$ cat src/rtl/core/rxs_pkg.sv
// Package for the rolling XOR frame scrambler.
// Holds the request and result types, the frame constants and the key table.
// Depends on nothing.
package rxs_pkg;

  localparam int unsigned HEADER_BYTES = 9;
  localparam int unsigned KEY_LEN      = 9;

  localparam int unsigned HDR_W   = 4;
  localparam int unsigned PHASE_W = 4;
  localparam int unsigned BYTE_W  = 8;

  typedef struct packed {
    logic              frame_start;
    logic [BYTE_W-1:0] data_byte;
  } plain_req_t;

  typedef struct packed {
    logic [BYTE_W-1:0] out_byte;
    logic              in_body;
  } scr_res_t;

  function automatic logic [BYTE_W-1:0] key_byte(input logic [PHASE_W-1:0] phase);
    logic [BYTE_W-1:0] k;
    unique case (phase)
      4'd0:    k = 8'h4B;
      4'd1:    k = 8'h0D;
      4'd2:    k = 8'hEF;
      4'd3:    k = 8'h60;
      4'd4:    k = 8'hC9;
      4'd5:    k = 8'h9A;
      4'd6:    k = 8'h70;
      4'd7:    k = 8'h0E;
      4'd8:    k = 8'h03;
      default: k = 8'h00;
    endcase
    return k;
  endfunction

endpackage

$ cat src/rtl/core/rolling_xor_frame_scrambler.sv
// Top level of the rolling XOR frame scrambler: request port, result register.
// Depends on rxs_pkg and rxs_core.
//
//   Channel   Signals                               Carries
//   plain     plain_valid, plain_ready, plain       frame_start, data_byte
//   scr       scr_valid, scr_ready, scr             out_byte, in_body
//
// The result is computed from the request and the frame state and is registered
// on the edge that accepts the request.
// One request is accepted every cycle while the result register is empty or drained.
// A stalled result holds the register and stops further requests.
// Reset clears the frame state and empties the result register.
module rolling_xor_frame_scrambler (
  input  logic                clk,
  input  logic                rst,
  input  logic                plain_valid,
  output logic                plain_ready,
  input  rxs_pkg::plain_req_t plain,
  output logic                scr_valid,
  input  logic                scr_ready,
  output rxs_pkg::scr_res_t   scr
);

  logic              accept;
  rxs_pkg::scr_res_t res;

  assign plain_ready = !scr_valid || scr_ready;
  assign accept      = plain_valid && plain_ready;

  rxs_core u_core (
    .clk    (clk),
    .rst    (rst),
    .accept (accept),
    .req    (plain),
    .res    (res)
  );

  always_ff @(posedge clk) begin
    if (rst) begin
      scr_valid <= 1'b0;
    end else if (plain_ready) begin
      scr_valid <= plain_valid;
    end
  end

  always_ff @(posedge clk) begin
    if (accept) begin
      scr <= res;
    end
  end

`ifndef SYNTHESIS
  a_accept_fills: assert property (@(posedge clk) disable iff (rst)
    accept |=> scr_valid)
    else $error("accepted request did not produce a result");

  a_start_is_header: assert property (@(posedge clk) disable iff (rst)
    (accept && plain.frame_start) |=> !scr.in_body)
    else $error("first byte of a frame was scrambled");

  a_stall_blocks: assert property (@(posedge clk) disable iff (rst)
    (scr_valid && !scr_ready) |-> !plain_ready)
    else $error("request taken while result stalled");
`endif

endmodule

$ cat src/rtl/core/rxs_core.sv
// Frame state and scrambling logic of the rolling XOR frame scrambler.
// Holds the header count, key phase, body index and feedback byte.
// Depends on rxs_pkg.
module rxs_core (
  input  logic                clk,
  input  logic                rst,
  input  logic                accept,
  input  rxs_pkg::plain_req_t req,
  output rxs_pkg::scr_res_t   res
);

  logic [rxs_pkg::HDR_W-1:0]   header_count, header_count_next;
  logic [rxs_pkg::PHASE_W-1:0] key_phase, key_phase_next;
  logic [rxs_pkg::BYTE_W-1:0]  body_index, body_index_next;
  logic [rxs_pkg::BYTE_W-1:0]  feedback, feedback_next;

  logic [rxs_pkg::HDR_W-1:0]   hdr_cur;
  logic [rxs_pkg::PHASE_W-1:0] phase_cur;
  logic [rxs_pkg::BYTE_W-1:0]  index_cur;
  logic [rxs_pkg::BYTE_W-1:0]  fb_cur;
  logic [rxs_pkg::BYTE_W-1:0]  product;
  logic                        body;

  // A start flag makes the byte see the state of a fresh frame.
  always_comb begin
    hdr_cur   = req.frame_start ? '0 : header_count;
    phase_cur = req.frame_start ? '0 : key_phase;
    index_cur = req.frame_start ? '0 : body_index;
    fb_cur    = req.frame_start ? '0 : feedback;
    body      = ({1'b0, hdr_cur} >= (rxs_pkg::HDR_W+1)'(rxs_pkg::HEADER_BYTES));
    product   = req.data_byte * index_cur;

    header_count_next = hdr_cur;
    key_phase_next    = phase_cur;
    body_index_next   = index_cur;
    feedback_next     = fb_cur;

    if (body) begin
      res.out_byte    = req.data_byte ^ rxs_pkg::key_byte(phase_cur) ^ fb_cur;
      res.in_body     = 1'b1;
      feedback_next   = product + {fb_cur[rxs_pkg::BYTE_W-2:0], 1'b0};
      body_index_next = index_cur + 1'b1;
      if (phase_cur == rxs_pkg::PHASE_W'(rxs_pkg::KEY_LEN - 1)) begin
        key_phase_next = '0;
      end else begin
        key_phase_next = phase_cur + 1'b1;
      end
    end else begin
      res.out_byte      = req.data_byte;
      res.in_body       = 1'b0;
      header_count_next = hdr_cur + 1'b1;
    end
  end

  always_ff @(posedge clk) begin
    if (rst) begin
      header_count <= '0;
      key_phase    <= '0;
      body_index   <= '0;
      feedback     <= '0;
    end else if (accept) begin
      header_count <= header_count_next;
      key_phase    <= key_phase_next;
      body_index   <= body_index_next;
      feedback     <= feedback_next;
    end
  end

endmodule
$ cat config.mk
export PLATFORM = sky130hd
export DESIGN_NAME = rolling_xor_frame_scrambler
export DESIGN_NICKNAME = d
export VERILOG_FILES = /design/src/rtl/core/rxs_pkg.sv /design/src/rtl/core/rolling_xor_frame_scrambler.sv /design/src/rtl/core/rxs_core.sv
export SDC_FILE = /design/constraint.sdc
export NUM_CORES = 1
export LEC_CHECK = 0
export BUFFER_PORTS_ARGS = -buffer_cell sky130_fd_sc_hd__buf_2
export CORE_MARGIN = 2
export CORE_UTILIZATION = 30
export CTS_BUF_LIST = sky130_fd_sc_hd__clkbuf_8 sky130_fd_sc_hd__clkbuf_16
export CTS_CLUSTER_SIZE = 16
export DETAILED_ROUTE_END_ITERATION = 16
export PLACE_DENSITY = 0.43
export SYNTH_ARGS = -nofsm -noshare
export SYNTH_HDL_FRONTEND = slang
export SYNTH_SLANG_ARGS = --single-unit
$ cat constraint.sdc
create_clock -name clk -period 5.7 [get_ports clk]
set_input_delay 1.14 -clock clk [delete_from_list [all_inputs] [get_ports clk]]
set_output_delay 1.14 -clock clk [all_outputs]
set_load 0.1 [all_outputs]
==> metrics.txt <==
CTS resizes 0; Die H 104 um; TritonCTS Buffers 5; fill count 1043; Initial DRC Count 95; Mapped Area between 3000 and 4000 sq um; Max Cap Viol 0; Crit Path Category primary input to register; Post-route DRC 0; diode count 0; worst hold path type register to register; Nets 427; via count 2382; share of the synthesized area in the top cell type 0.165; Warnings, synthesis 0; hold_ws 0.504 ns; Synth Instances 361; IO Pins 24; core area 9770 sq um; Slew Limit Headroom 0.378; Crit path required time roughly 6 ns; ys flop type dfxtp_1; largest net degree at the start of global routing 27; critical path data arrival time 5.17 ns; synth top area cells dfxtp_1, fa_1, ha_1; Worst setup EP type register; Synth area leader dfxtp_1; share of cells above drive strength 1 0.112; clock buffer depth 2; Post-CTS Setup Repair Bufs 0; syn_nets ~410; fin crit share 0.877; die area 10900 sq um; CP Max Fanout 15; effective utilization at floorplan 0.310; Clock Skews 0.00762 ns; Final Setup Violations 0; Min Clock Period, post-route 5.00 ns; H-tree level count 2; WL per Instance 14.5 um; post-cts hold buffer count 0; grt total ovfl 0; FF-to-FF path depth 15; number of enable flip-flop cells after synthesis 9; WHS Path Cells 2; clock insertion delay at the later pin of the skew report 0.29 ns; Fmax approximately 200 MHz; Final Hold Viols 0; post-synthesis sequential area ratio 0.255; run status completed; PortBufs 23; vias in the first global route between 2000 and 2500; total track usage 0.144; unrepaired setup endpoints after global routing no; maximum vdd drop 0.104 mV; final wirelength 7360 um; total power divided by cell area between 150 and 200 nW/um^2; final max-slew violation count 0; DP Wirelength 5430 um; Leak about 1.4 nW; 1st-pass router iterations 4; routability cong. 0.748; post-route ant nets 0; crit start category primary input; Layout area overhead 9.92%; flops & latches, synth 34; global-route wire length before repair between 10000 and 15000 um; DR vias/cell 4.69; Tightest Pin Transition roughly 0.93 ns; Post-synth ARST share 0; clock sink count 34; initial antenna violation count 0; Rows 36; CTS root buffer clkbuf_8; Reg clk slew, reported paths 0.07 ns; Distinct cells, synth 48; Mean Syn Cell Area roughly 8.4 sq um; die width 104 um; Sum Neg Setup Slack 0 ns; CTS tree built
[cells by family after synthesis]
logic type      after synthesis  share of synthesized area
compound gates               64                      0.143
xor+xnor                     30                     0.0983
fa+ha+maj                    41                      0.213
buf+inv                      59                     0.0797
flops                        34                      0.255
mux                           4                     0.0136
simple gates                129                      0.198
[worst paths after layout]
path / startpoint / to / slack, ns
setup / recovery: plain[8] / u_core.feedback[7] / 0.70
hold / removal: u_core.header_count[1] / u_core.header_count[1] / 0.50
setup reg to reg: u_core.body_index[1] / u_core.feedback[7] / 1.34
hold reg to reg: u_core.header_count[1] / u_core.header_count[1] / 0.50
[worst max-delay path, stage by stage]
cell and delay, ns:
buf_2 0.19, nor2b_1 0.45, nand2_1 0.15, fa_1 0.51, fa_1 0.52, inv_1 0.05
fa_1 0.47, inv_1 0.05, fa_1 0.52, inv_1 0.04, ha_1 0.31, a21oi_1 0.17
xor2_1 0.18, xnor3_1 0.26, nand2_1 0.07, o211ai_1 0.07
[power breakdown]
group | internal (W) | leakage (nW) | switching, W
Combinational | 0.0000136 | 1.04 | 0.0000612
Sequential | 0.000253 | 0.289 | 0.00000143
Clock | 0.0000958 | 0.0524 | 0.0000946
Total | 0.000362 | 1.38 | 0.000157
[area by class of cell]
| cell class | instances | area, sq um | area share |
|---|---|---|---|
| clock buffers | 6 | 82.6 | 0.0248 |
| flip-flops and latches | 34 | 771 | 0.232 |
| clock inverters | 2 | 8.76 | 0.00263 |
| multi-input cells | 268 | 2020 | 0.606 |
| repair buffers | 26 | 138 | 0.0414 |
| inverters | 39 | 146 | 0.0440 |
| well taps | 133 | 166 | 0.0500 |
[sequential cells by signal, summed over array words and instances (netlist names)]
| signal | cells |
|---|---|
| scr | 9 |
| u_core.body_index | 8 |
| u_core.feedback | 8 |
| u_core.header_count | 4 |
| u_core.key_phase | 4 |
| scr_valid | 1 |
[synthesized netlist by cell type, types with 3 or more instances]
master	n
a21oi_1	19
a22oi_1	7
and2_1	7
buf_2	9
clkbuf_1	6
dfxtp_1	25
edfxtp_1	9
fa_1	18
ha_1	22
inv_1	36
mux2i_1	3
nand2_1	48
nand2b_1	8
nand3_1	12
nor2_1	34
nor2b_1	9
nor3_1	3
o211ai_1	4
o21ai_0	20
xnor2_1	20
xor2_1	7
[cell usage in the layout, fill, tap and decap left out, drive strengths merged, types with 7 or more instances in the layout]
master  Yosys  layout
a21oi      19      19
a22oi       7       7
and2        7       7
buf        13      26
dfxtp      25      25
edfxtp      9       9
fa         18      18
ha         22      22
inv        38      39
nand2      48      48
nand2b      9       9
nand3      12      12
nor2       35      35
nor2b       9       9
o21ai      21      21
xnor2      21      21
xor2        7       7
[layer usage]
metal  share of wire  up-vias  track usage
met2            0.42       35        0.215
li1                -     1210            -
met4           0.010        0       0.0347
met3           0.029        4       0.0201
met1            0.54     1133        0.215
met5               0        -            0
[metrics by stage]
step                      cell area [sq um]  power (W)  setup WS (ns)  instances   util
after floorplan                        3030   0.000316          0.784        361      -
after global placement                 3240   0.000336          0.509        500  0.331
after detailed placement               3240   0.000335          0.396        500  0.331
after CTS                              3330   0.000524          0.700        508  0.341
after global routing                   3330   0.000538          0.406        508  0.341
final                                  3330   0.000520          0.704        508  0.341
Note: power is estimated with default switching activity, not from simulation.
